$ cat config.mk
export PLATFORM = sky130hd
export DESIGN_NAME = line_range_address_parser_unit
export DESIGN_NICKNAME = d
export VERILOG_FILES = /design/src/hw/rtl/lrap_pkg.sv /design/src/hw/rtl/line_range_address_parser_unit.sv /design/src/hw/rtl/lrap_core.sv /design/src/hw/rtl/lrap_out_reg.sv
export SDC_FILE = /design/constraint.sdc
export NUM_CORES = 2
export LEC_CHECK = 0
export BUFFER_PORTS_ARGS = -buffer_cell sky130_fd_sc_hd__buf_2
export CAP_MARGIN = 5
export CORE_MARGIN = 2
export CORE_UTILIZATION = 55
export DETAILED_ROUTE_END_ITERATION = 7
export PLACE_DENSITY = 0.87
export SYNTH_ARGS = -nofsm -noshare
export SYNTH_HDL_FRONTEND = slang
export SYNTH_SLANG_ARGS = --single-unit
$ cat constraint.sdc
create_clock -name clk -period 12.8 [get_ports clk]
set_input_delay 0 -clock clk [delete_from_list [all_inputs] [get_ports clk]]
set_output_delay 0 -clock clk [all_outputs]
set_load 0.03 [all_outputs]
$ cat src/hw/rtl/lrap_pkg.sv
// Package: types, codes and character helpers for the line range parser.
`default_nettype none
package lrap_pkg;

	typedef enum logic [3:0] {
		PH_LEAD,
		PH_TAIL,
		PH_ADDR,
		PH_NUM,
		PH_PAT,
		PH_PRE,
		PH_SIGN,
		PH_DIG,
		PH_COMMA,
		PH_IGN,
		PH_END
	} phase_t;

	localparam logic [2:0] TAG_NONE  = 3'd0;
	localparam logic [2:0] TAG_CUR   = 3'd1;
	localparam logic [2:0] TAG_LAST  = 3'd2;
	localparam logic [2:0] TAG_NUM   = 3'd3;
	localparam logic [2:0] TAG_SRCH  = 3'd4;
	localparam logic [2:0] TAG_PREV  = 3'd5;
	localparam logic [2:0] TAG_FIRST = 3'd6;

	localparam logic [1:0] ERR_OK     = 2'd0;
	localparam logic [1:0] ERR_OFFSET = 2'd1;
	localparam logic [1:0] ERR_NUMBER = 2'd2;
	localparam logic [1:0] ERR_BASE   = 2'd3;

	localparam logic [5:0] BASE_DEC   = 6'd10;
	localparam logic [5:0] BASE_ALNUM = 6'd36;
	localparam logic [5:0] BASE_RESET = 6'd10;

	localparam logic [7:0] CH_NUL   = 8'h00;
	localparam logic [7:0] CH_CARET = 8'h5E;
	localparam logic [7:0] CH_PCT   = 8'h25;
	localparam logic [7:0] CH_COMMA = 8'h2C;
	localparam logic [7:0] CH_DOT   = 8'h2E;
	localparam logic [7:0] CH_DOLR  = 8'h24;
	localparam logic [7:0] CH_SLASH = 8'h2F;
	localparam logic [7:0] CH_PLUS  = 8'h2B;
	localparam logic [7:0] CH_MINUS = 8'h2D;

	localparam logic [32:0] OFF_CAP     = 33'h1_0000_0000;
	localparam logic [32:0] OFF_NEG_MAX = 33'h0_8000_0000;
	localparam logic [32:0] OFF_POS_MAX = 33'h0_7FFF_FFFF;

	typedef struct packed {
		logic               go;
		logic [7:0]         ch;
	} step_t;

	typedef struct packed {
		logic [2:0]         first_tag;
		logic [31:0]        first_number;
		logic signed [31:0] first_offset;
		logic [15:0]        first_pattern_start;
		logic [15:0]        first_pattern_length;
		logic [2:0]         second_tag;
		logic [31:0]        second_number;
		logic signed [31:0] second_offset;
		logic [15:0]        consumed_length;
		logic [1:0]         error_code;
	} res_t;

	function automatic logic is_space(input logic [7:0] c);
		return (c == 8'h20) || (c >= 8'd9 && c <= 8'd13);
	endfunction

	// {valid, value}
	function automatic logic [4:0] dec_digit(input logic [7:0] c);
		logic [7:0] t;
		t = c - 8'h30;
		if (c >= 8'h30 && c <= 8'h39) return {1'b1, t[3:0]};
		return 5'd0;
	endfunction

	function automatic logic [6:0] base_digit(input logic [7:0] c, input logic [5:0] base);
		logic [7:0] t;
		t = 8'd0;
		if (base == BASE_DEC || base == BASE_ALNUM) begin
			if (c >= 8'h30 && c <= 8'h39) begin
				t = c - 8'h30;
				return {1'b1, t[5:0]};
			end
		end
		if (base == BASE_ALNUM) begin
			if (c >= 8'h61 && c <= 8'h7A) begin
				t = c - 8'h61 + 8'd10;
				return {1'b1, t[5:0]};
			end
			if (c >= 8'h41 && c <= 8'h5A) begin
				t = c - 8'h41 + 8'd10;
				return {1'b1, t[5:0]};
			end
		end
		return 7'd0;
	endfunction

endpackage
`default_nettype wire

$ cat src/hw/rtl/line_range_address_parser_unit.sv
// Top level: ed line range parser, one character per item, one result per command.
// Usage:
//   The input channel (in_valid, in_stall, character) takes one command byte per
//   item; a byte of 0 ends the command. The output channel (out_valid, out_stall
//   and the result fields) gives one item per command, as soon as the range is
//   decided; later bytes are dropped up to and including the 0.
//   cfg_valid/cfg_ready with number_base sets the line number radix (10 or 36);
//   write it only while the block is idle. cfg_ready is always high.
//   The byte that ends the range passes the input register, then its result is
//   loaded into the result register.
//   Throughput: one byte per cycle unless the output stalls; the parse step is
//   one pass of logic between the input register and the state/result registers.
//   While out_stall holds a full result register, the byte in the input
//   register waits and in_stall rises; bytes that give no result still wait.
//   Reset clears the parse state, empties both registers and sets the radix
//   to 10.
`default_nettype none
module line_range_address_parser_unit import lrap_pkg::*; #(
	parameter int POSITION_BITS = 16,
	parameter int LINE_BITS = 32
) (
	input  wire logic        clk,
	input  wire logic        arst_n,
	input  wire logic        cfg_valid,
	output logic             cfg_ready,
	input  wire logic [5:0]  number_base,
	input  wire logic        in_valid,
	output logic             in_stall,
	input  wire logic [7:0]  character,
	output logic             out_valid,
	input  wire logic        out_stall,
	output logic [2:0]       first_tag,
	output logic [31:0]      first_number,
	output logic signed [31:0] first_offset,
	output logic [15:0]      first_pattern_start,
	output logic [15:0]      first_pattern_length,
	output logic [2:0]       second_tag,
	output logic [31:0]      second_number,
	output logic signed [31:0] second_offset,
	output logic [15:0]      consumed_length,
	output logic [1:0]       error_code
);
	logic [5:0] base_q;
	logic       v_s1, proceed, emit;
	logic [7:0] ch_s1;
	step_t      st;
	res_t       res, res_out;

	assign cfg_ready = 1'b1;
	always_ff @(posedge clk or negedge arst_n) begin
		if (!arst_n) begin
			base_q <= BASE_RESET;
		end else if (cfg_valid) begin
			base_q <= number_base;
		end
	end

	assign proceed = !(out_valid && out_stall);
	assign in_stall = v_s1 && !proceed;

	always_ff @(posedge clk or negedge arst_n) begin
		if (!arst_n) begin
			v_s1 <= 1'b0;
		end else if (in_valid && !in_stall) begin
			v_s1 <= 1'b1;
		end else if (proceed) begin
			v_s1 <= 1'b0;
		end
	end

	always_ff @(posedge clk) begin
		if (in_valid && !in_stall) begin
			ch_s1 <= character;
		end
	end

	assign st.go = v_s1 && proceed;
	assign st.ch = ch_s1;

	lrap_core #(.POSITION_BITS(POSITION_BITS), .LINE_BITS(LINE_BITS)) u_core (
		.clk(clk), .arst_n(arst_n), .st(st), .base(base_q), .emit(emit), .res(res)
	);

	lrap_out_reg u_out (
		.clk(clk), .arst_n(arst_n), .load(emit), .din(res), .stall(out_stall),
		.valid(out_valid), .dout(res_out)
	);

	assign first_tag = res_out.first_tag;
	assign first_number = res_out.first_number;
	assign first_offset = res_out.first_offset;
	assign first_pattern_start = res_out.first_pattern_start;
	assign first_pattern_length = res_out.first_pattern_length;
	assign second_tag = res_out.second_tag;
	assign second_number = res_out.second_number;
	assign second_offset = res_out.second_offset;
	assign consumed_length = res_out.consumed_length;
	assign error_code = res_out.error_code;

	assert property (@(posedge clk) disable iff (!arst_n)
		in_stall |-> out_valid)
		else $error("input stalled with an empty result register");
	assert property (@(posedge clk) disable iff (!arst_n)
		(out_valid && error_code != ERR_OK) |-> (first_tag == TAG_NONE && consumed_length == 16'd0))
		else $error("error result carries fields");
	assert property (@(posedge clk) disable iff (!arst_n)
		(out_valid && first_tag != TAG_SRCH) |->
		(first_pattern_start == 16'd0 && first_pattern_length == 16'd0))
		else $error("pattern fields without a search address");

endmodule
`default_nettype wire

$ cat src/hw/rtl/lrap_core.sv
// Parser state and per-character step logic.
`default_nettype none
module lrap_core import lrap_pkg::*; #(
	parameter int POSITION_BITS = 16,
	parameter int LINE_BITS = 32
) (
	input  wire logic       clk,
	input  wire logic       arst_n,
	input  wire step_t      st,
	input  wire logic [5:0] base,
	output logic            emit,
	output res_t            res
);
	localparam int PB = POSITION_BITS;
	localparam int LB = LINE_BITS;
	localparam int LW = LINE_BITS + 6;

	phase_t          phase_q, ph;
	logic            slot_q, slot_d;
	logic [PB-1:0]   pos_q, pos_d, mark_q, mark_d, fps_q, fps_d, fpl_q, fpl_d, p, cons;
	logic [LB-1:0]   nacc_q, nacc_d, fnum_q, fnum_d, snum_q, snum_d;
	logic            novf_q, novf_d, oneg_q, oneg_d;
	logic [32:0]     oacc_q, oacc_d;
	logic [2:0]      ftag_q, ftag_d, stag_q, stag_d;
	logic [31:0]     foff_q, foff_d, soff_q, soff_d, offv;
	logic [LW-1:0]   nprod;
	logic [36:0]     oprod;
	logic [6:0]      bd;
	logic [4:0]      dd;
	logic [1:0]      err;
	logic            run, restart;
	logic [7:0]      c;
	logic [PB+15:0]  w16a, w16b, w16c;
	logic [LB+31:0]  w32a, w32b;

	always_comb begin
		ph = phase_q; slot_d = slot_q; pos_d = pos_q; mark_d = mark_q;
		fps_d = fps_q; fpl_d = fpl_q; nacc_d = nacc_q; novf_d = novf_q;
		oacc_d = oacc_q; oneg_d = oneg_q; ftag_d = ftag_q; fnum_d = fnum_q;
		foff_d = foff_q; stag_d = stag_q; snum_d = snum_q; soff_d = soff_q;
		emit = 1'b0; err = ERR_OK; cons = '0; run = 1'b0; restart = 1'b0;
		c = st.ch; p = pos_q;
		bd = base_digit(c, base); dd = dec_digit(c);
		nprod = LW'(nacc_q) * LW'(base) + LW'(bd[5:0]);
		oprod = 37'(oacc_q) * 37'd10 + 37'(dd[3:0]);
		offv = oneg_q ? (32'd0 - oacc_q[31:0]) : oacc_q[31:0];
		if (st.go) begin
			if (pos_q != {PB{1'b1}}) pos_d = pos_q + 1'b1;
			run = 1'b1;
			for (int i = 0; i < 5; i++) begin
				if (run) begin
					case (ph)
						PH_LEAD: begin
							if (is_space(c)) run = 1'b0;
							else if (c == CH_NUL) begin
								emit = 1'b1; cons = p; run = 1'b0;
							end else if (c == CH_CARET) begin
								ftag_d = TAG_PREV; stag_d = TAG_PREV; ph = PH_TAIL; run = 1'b0;
							end else if (c == CH_PCT) begin
								ftag_d = TAG_FIRST; stag_d = TAG_LAST; ph = PH_TAIL; run = 1'b0;
							end else if (c == CH_COMMA) begin
								ftag_d = TAG_CUR; fnum_d = LB'(1); slot_d = 1'b1;
								ph = PH_ADDR; run = 1'b0;
							end else begin
								slot_d = 1'b0; ph = PH_ADDR;
							end
						end
						PH_TAIL: begin
							if (!is_space(c)) begin
								emit = 1'b1; cons = p;
							end
							run = 1'b0;
						end
						PH_ADDR: begin
							run = 1'b0;
							if (base != BASE_DEC && base != BASE_ALNUM) begin
								emit = 1'b1; err = ERR_BASE;
							end else begin
								if (slot_d) begin
									stag_d = TAG_NONE; snum_d = '0; soff_d = '0;
								end else begin
									ftag_d = TAG_NONE; fnum_d = '0; foff_d = '0;
								end
								if (c == CH_SLASH) begin
									if (slot_d) stag_d = TAG_SRCH;
									else begin
										ftag_d = TAG_SRCH;
										fps_d = (p != {PB{1'b1}}) ? p + 1'b1 : p;
									end
									ph = PH_PAT;
								end else if (c == CH_DOT || c == CH_DOLR) begin
									if (slot_d) stag_d = (c == CH_DOT) ? TAG_CUR : TAG_LAST;
									else ftag_d = (c == CH_DOT) ? TAG_CUR : TAG_LAST;
									ph = PH_PRE;
								end else if (c == CH_PLUS || c == CH_MINUS) begin
									if (slot_d) stag_d = TAG_CUR;
									else ftag_d = TAG_CUR;
									oneg_d = (c == CH_MINUS); oacc_d = '0; ph = PH_SIGN;
								end else if (bd[6]) begin
									if (slot_d) stag_d = TAG_NUM;
									else ftag_d = TAG_NUM;
									nacc_d = LB'(bd[5:0]); novf_d = 1'b0; ph = PH_NUM;
								end else begin
									emit = 1'b1; cons = p;
								end
							end
						end
						PH_NUM: begin
							if (bd[6]) begin
								if (nprod[LW-1:LB] != '0) novf_d = 1'b1;
								else nacc_d = nprod[LB-1:0];
								run = 1'b0;
							end else if (novf_q) begin
								emit = 1'b1; err = ERR_NUMBER; run = 1'b0;
							end else begin
								if (slot_d) snum_d = nacc_q;
								else fnum_d = nacc_q;
								ph = PH_PRE;
							end
						end
						PH_PAT: begin
							if (c == CH_SLASH || c == CH_NUL) begin
								if (!slot_d) fpl_d = p - fps_q + 1'b1;
								if (c == CH_SLASH) begin
									ph = PH_PRE; run = 1'b0;
								end else ph = PH_END;
							end else run = 1'b0;
						end
						PH_PRE: begin
							if (is_space(c)) run = 1'b0;
							else if (c == CH_PLUS || c == CH_MINUS) begin
								oneg_d = (c == CH_MINUS); oacc_d = '0; ph = PH_SIGN; run = 1'b0;
							end else ph = PH_END;
						end
						PH_SIGN: begin
							if (dd[4]) begin
								oacc_d = 33'(dd[3:0]); ph = PH_DIG; run = 1'b0;
							end else begin
								if (slot_d) soff_d = oneg_q ? '1 : 32'd1;
								else foff_d = oneg_q ? '1 : 32'd1;
								ph = PH_END;
							end
						end
						PH_DIG: begin
							if (dd[4]) begin
								oacc_d = (oprod > 37'(OFF_CAP)) ? OFF_CAP : oprod[32:0];
								run = 1'b0;
							end else if (oneg_q ? (oacc_q > OFF_NEG_MAX) : (oacc_q > OFF_POS_MAX)) begin
								emit = 1'b1; err = ERR_OFFSET; run = 1'b0;
							end else begin
								if (slot_d) soff_d = offv;
								else foff_d = offv;
								ph = PH_END;
							end
						end
						PH_END: begin
							if (!slot_d) begin
								mark_d = p; ph = PH_COMMA;
							end else begin
								emit = 1'b1; cons = p; run = 1'b0;
							end
						end
						PH_COMMA: begin
							run = 1'b0;
							if (c == CH_COMMA) begin
								slot_d = 1'b1; ph = PH_ADDR;
							end else if (!is_space(c)) begin
								emit = 1'b1; cons = mark_d;
							end
						end
						default: begin
							run = 1'b0;
							if (c == CH_NUL) restart = 1'b1;
						end
					endcase
				end
			end
			if (emit) begin
				if (c == CH_NUL) restart = 1'b1;
				else ph = PH_IGN;
			end
		end
	end

	always_comb begin
		w16a = {16'd0, fps_d};
		w16b = {16'd0, fpl_d};
		w16c = {16'd0, cons};
		w32a = {32'd0, fnum_d};
		w32b = {32'd0, snum_d};
		res = '0;
		res.error_code = err;
		if (err == ERR_OK) begin
			res.first_tag = ftag_d;
			res.first_number = w32a[31:0];
			res.first_offset = foff_d;
			if (ftag_d == TAG_SRCH) begin
				res.first_pattern_start = w16a[15:0];
				res.first_pattern_length = w16b[15:0];
			end
			res.second_tag = stag_d;
			res.second_number = w32b[31:0];
			res.second_offset = soff_d;
			res.consumed_length = w16c[15:0];
		end
	end

	always_ff @(posedge clk or negedge arst_n) begin
		if (!arst_n) begin
			phase_q <= PH_LEAD; slot_q <= 1'b0; pos_q <= '0; mark_q <= '0;
			fps_q <= '0; fpl_q <= '0; nacc_q <= '0; novf_q <= 1'b0;
			oacc_q <= '0; oneg_q <= 1'b0; ftag_q <= TAG_NONE; fnum_q <= '0;
			foff_q <= '0; stag_q <= TAG_NONE; snum_q <= '0; soff_q <= '0;
		end else if (restart) begin
			phase_q <= PH_LEAD; slot_q <= 1'b0; pos_q <= '0; mark_q <= '0;
			fps_q <= '0; fpl_q <= '0; nacc_q <= '0; novf_q <= 1'b0;
			oacc_q <= '0; oneg_q <= 1'b0; ftag_q <= TAG_NONE; fnum_q <= '0;
			foff_q <= '0; stag_q <= TAG_NONE; snum_q <= '0; soff_q <= '0;
		end else begin
			phase_q <= ph; slot_q <= slot_d; pos_q <= pos_d; mark_q <= mark_d;
			fps_q <= fps_d; fpl_q <= fpl_d; nacc_q <= nacc_d; novf_q <= novf_d;
			oacc_q <= oacc_d; oneg_q <= oneg_d; ftag_q <= ftag_d; fnum_q <= fnum_d;
			foff_q <= foff_d; stag_q <= stag_d; snum_q <= snum_d; soff_q <= soff_d;
		end
	end

	assert property (@(posedge clk) disable iff (!arst_n)
		emit |-> st.go)
		else $error("result without a step");
	assert property (@(posedge clk) disable iff (!arst_n)
		(st.go && phase_q == PH_IGN) |-> !emit)
		else $error("second result in one command");
	assert property (@(posedge clk) disable iff (!arst_n)
		!st.go |=> $stable(pos_q) || pos_q == '0)
		else $error("position moved while idle");

endmodule
`default_nettype wire

$ cat src/hw/rtl/lrap_out_reg.sv
// Result register with valid/stall handshake.
`default_nettype none
module lrap_out_reg import lrap_pkg::*; (
	input  wire logic clk,
	input  wire logic arst_n,
	input  wire logic load,
	input  wire res_t din,
	input  wire logic stall,
	output logic      valid,
	output res_t      dout
);
	logic valid_q;
	res_t res_q;

	always_ff @(posedge clk or negedge arst_n) begin
		if (!arst_n) begin
			valid_q <= 1'b0;
		end else if (load) begin
			valid_q <= 1'b1;
		end else if (!stall) begin
			valid_q <= 1'b0;
		end
	end

	always_ff @(posedge clk) begin
		if (load) begin
			res_q <= din;
		end
	end

	assign valid = valid_q;
	assign dout = res_q;

	assert property (@(posedge clk) disable iff (!arst_n)
		load |-> (!valid_q || !stall))
		else $error("result overwritten while stalled");

endmodule
`default_nettype wire
==> summary.md <==
| Metric | Value |
|---|---|
| Status | finished clean |
| Final hold viol count | 0 |
| Die Y | 253 um |
| CTS tree | built |
| Synth Cell Area | 0.0341 sq mm |
| CP peak stage delay | 0.99 ns |
| Final period util | 57.0% |
| GP Congestion | 0.968 |
| First-pass GRT wire length | 155 mm |
| Skew final | 0.0201 ns |
| Fmax | 137 MHz |
| Worst Path Arrival | 7.72 ns |
| CP required | 13.23 ns |
| Initial DRC count | 3929 |
| LEAKAGE | 16.3 nW |
| Clock tree buffer depth | 3 |
| PortBufs | 204 |
| Syn Nets | 4116 |
| Clock transition at the registers of the reported paths | 0.07 ns |
| CP max stage cell | dfstp_2 |
| Setup crit start kind | flip-flop |
| Critical path peak fanout | 35 |
| Most common cell after layout, fill and taps aside | nor2_1 |
| CORE AREA | 0.0615 sq mm |
| Routed vias | 30311 |
| Number of synthesized flops with an enable pin | 192 |
| Count of different cell masters after synthesis | 97 |
| Most frequent cells in the layout | nor2_1 (563), nand2_1 (331), dfrtp_1 (275) |
| Total power | 0.00629 W |
| Antenna Nets Post-Route | 0 |
| Power Density | 168 mW/mm^2 |
| Number of global-route vias before repair | 29109 |
| WL per Instance | 20.6 um |
| Die area | 0.0640 sq mm |
| Fin. max-slew vios | 0 |
| Gr ovfl total | 0 |
| Maximum vdd ir drop | 0.133 mV |
| Initial Utilization | 55.5% |
| Die width | 253 um |
| Worst min path class | in2async |
| DRC violations left | 0 |
| H-tree level count | 2 |
| Vias per cell | 6.47 |
| Clk sinks | 470 |
| Largest net degree at the start of global routing | 152 |
| Total negative slack | 0 ns |
| Unrepaired setup endpoints after global routing | no |
| Part of the Yosys area used for sequential elements | 37.3% |
| HPWL after DPL | 67.0 mm |
| Critical Path End Type | flip-flop |
| Clock Latency Late Sink | 0.60 ns |
| Cell row count | 91 |
| First drt pass iteration count | 6 |
| Headroom to the max-slew limit | 16.1% |
| Syn_area_per_cell | 9.02 sq um |
| Critical path class | reg2reg |
| FFs w/ async S/R, synth | 59.1% |
| Final setup viols | 0 |
| Max-Cap Viols | 0 |
| Final Critical Period | 7.29 ns |
| Mapped Cells | 3781 |
| Total GRT Usage | 29.8% |
| Most used DFF post-synth | dfrtp_1 |
| Worst-Margin Slew | 1.25 ns |
| WL final | 96.4 mm |
| CTS Buf Count | 49 |
| Layout cell share with drive strength beyond 1 | 10.0% |
| Nets | 4190 |
| Clock Root Buffer | clkbuf_16 |
| CP Cell Sequence | nor4bb_1, o21ai_1, nor2_1, a21oi_1, a2bb2oi_1, fa_1, inv_1, ha_1, nor2b_1, o31a_1, o2111a_1, o211ai_1, o31ai_1, o221ai_1, mux2i_1, o2111ai_1, nor2b_1, mux2i_1, a21oi_1, a311oi_1, nor3_1 |
| Ports | 206 |
| Synth warn | 0 |
| #FFs+latches synth | 470 |
| P&R area growth vs syn | 9.67% |
| Initial antenna violation count | 6 |
-- routing by layer --
metal / GRT usage [%] / vias up / wire length [um]
li1: - / 13641 / -
met1: 41.0 / 14779 / 39100
met2: 47.0 / 1594 / 44500
met3: 4.88 / 289 / 8640
met4: 12.5 / 8 / 4070
met5: 0 / - / 44
-- per-stage QoR --
| step | std cells | cell area (sq um) | setup slack [ns] | util (%) | hold slack, ns |
|---|---|---|---|---|---|
| 2_1_floorplan | 3781 | 34100 | 0.596 | - | -0.296 |
| 3_3_place_gp | 4570 | 35500 | 6.00 | 57.8 | 0.179 |
| 3_5_place_dp | 4570 | 35500 | 5.94 | 57.8 | 0.179 |
| 4_1_cts | 4684 | 37400 | 5.76 | 60.8 | 0.161 |
| 5_1_grt | 4685 | 37400 | 5.15 | 60.8 | 0.173 |
| 6_report | 4686 | 37400 | 5.51 | 60.8 | 0.0951 |
-- kinds of logic (layout without fill, tap and decap cells) --
group                      count (synthesis)  count (layout)  synth area share, %
AOI/OAI and AO/OA                       1015            1015                 20.3
xor gates and xnor gates                 131             131                 3.36
adders and majority gates                316             316                 14.4
buffers and inverters                    425             538                 4.88
DFF                                      470             470                 37.3
muxes                                     34              34                 1.03
other                                      1               3               0.0110
and+or+nand+nor                         1389            1389                 18.8
-- final timing paths --
| path | from | slack (ns) | end | depth (start not counted) |
|---|---|---|---|---|
| max | base_q[3]$_DFFE_PN1P_ | 5.51 | u_core.nacc_q[0]$_DFFE_PN0P_ | 21 |
| min in group clk | character[4] | 0.16 | ch_s1[4]$_DFFE_PP_ | 2 |
| max reg2reg | base_q[3]$_DFFE_PN1P_ | 5.51 | u_core.nacc_q[0]$_DFFE_PN0P_ | 21 |
| min | arst_n | 0.1 | u_core.fpl_q[14]$_DFF_PN0_ | 2 |
| max in group asynchronous | arst_n | 11.22 | u_core.soff_q[11]$_DFF_PN0_ | 3 |
| min reg2reg | u_core.mark_q[5]$_DFFE_PN0P_ | 0.51 | u_core.mark_q[5]$_DFFE_PN0P_ | 1 |
-- synthesized netlist by cell type (all sizes together), types with 19 or more instances --
cell	count	share of area [%]
edfxtp	192	17
o21a	27	0.59
clkbuf	191	2.1
a22o	85	2.2
xnor2	76	2.0
nand3	63	0.92
nor4	19	0.41
and3	31	0.57
nand2b	19	0.35
mux2i	26	0.76
o2bb2ai	35	0.90
nor2b	72	1.3
a22oi	101	2.2
and2	54	0.99
fa	127	7.5
a21oi	236	3.5
nor3	99	1.5
nor2	567	6.3
o31ai	32	0.75
ha	189	6.9
o21ai	199	3.0
o211ai	19	0.42
nand2	334	3.7
or3	27	0.51
a21o	47	1.0
a31oi	24	0.44
xor2	55	1.4
buf	54	0.80
a211oi	43	0.98
inv	180	2.0
o22ai	23	0.42
nand4	29	0.53
dfrtp	276	20
-- where the power goes --
group | internal [W] | switching, W | total (W)
sequential | 0.00205 | 0.000224 | 0.00228
clock | 0.000838 | 0.000632 | 0.00147
combinational | 0.000708 | 0.00184 | 0.00254
total | 0.00360 | 0.00269 | 0.00629
-- worst max-delay path: cells and delay by family (launching register included) --
| kind | cells | cell delay (ns) |
|---|---|---|
| AOI/OAI and AO/OA | 11 | 3.32 |
| adders and majority gates | 2 | 0.75 |
| buffers and inverters | 1 | 0.07 |
| DFF | 1 | 0.99 |
| muxes | 2 | 0.58 |
| and+or+nand+nor | 5 | 1.35 |
-- timing repair --
action,in CTS,in global routing
endpoints found under the hold margin,147,0
hold buffers,24,0
resized for setup,0,0
buffers inserted,0,0
-- area by class of cell --
class | instances | area (sq um)
repair buffers | 268 | 1580
clock inverters | 29 | 314
well taps | 790 | 988
fillers | 4971 | 24100
inverters | 180 | 676
flip-flops and latches | 470 | 12700
clock buffers | 61 | 1320
multi-input cells | 2886 | 19800
diodes | 2 | 5.00
-- state kept, by name (all words and copies together) (netlist names), 8 cells and up --
signal / count
u_out.dout: 184
u_core.oacc_q: 33
u_core.fnum_q: 32
u_core.foff_q: 32
u_core.nacc_q: 32
u_core.snum_q: 32
u_core.soff_q: 32
u_core.fpl_q: 16
u_core.fps_q: 16
u_core.mark_q: 16
u_core.p: 16
ch_s1: 8
Power figures use the tool's default switching activity.
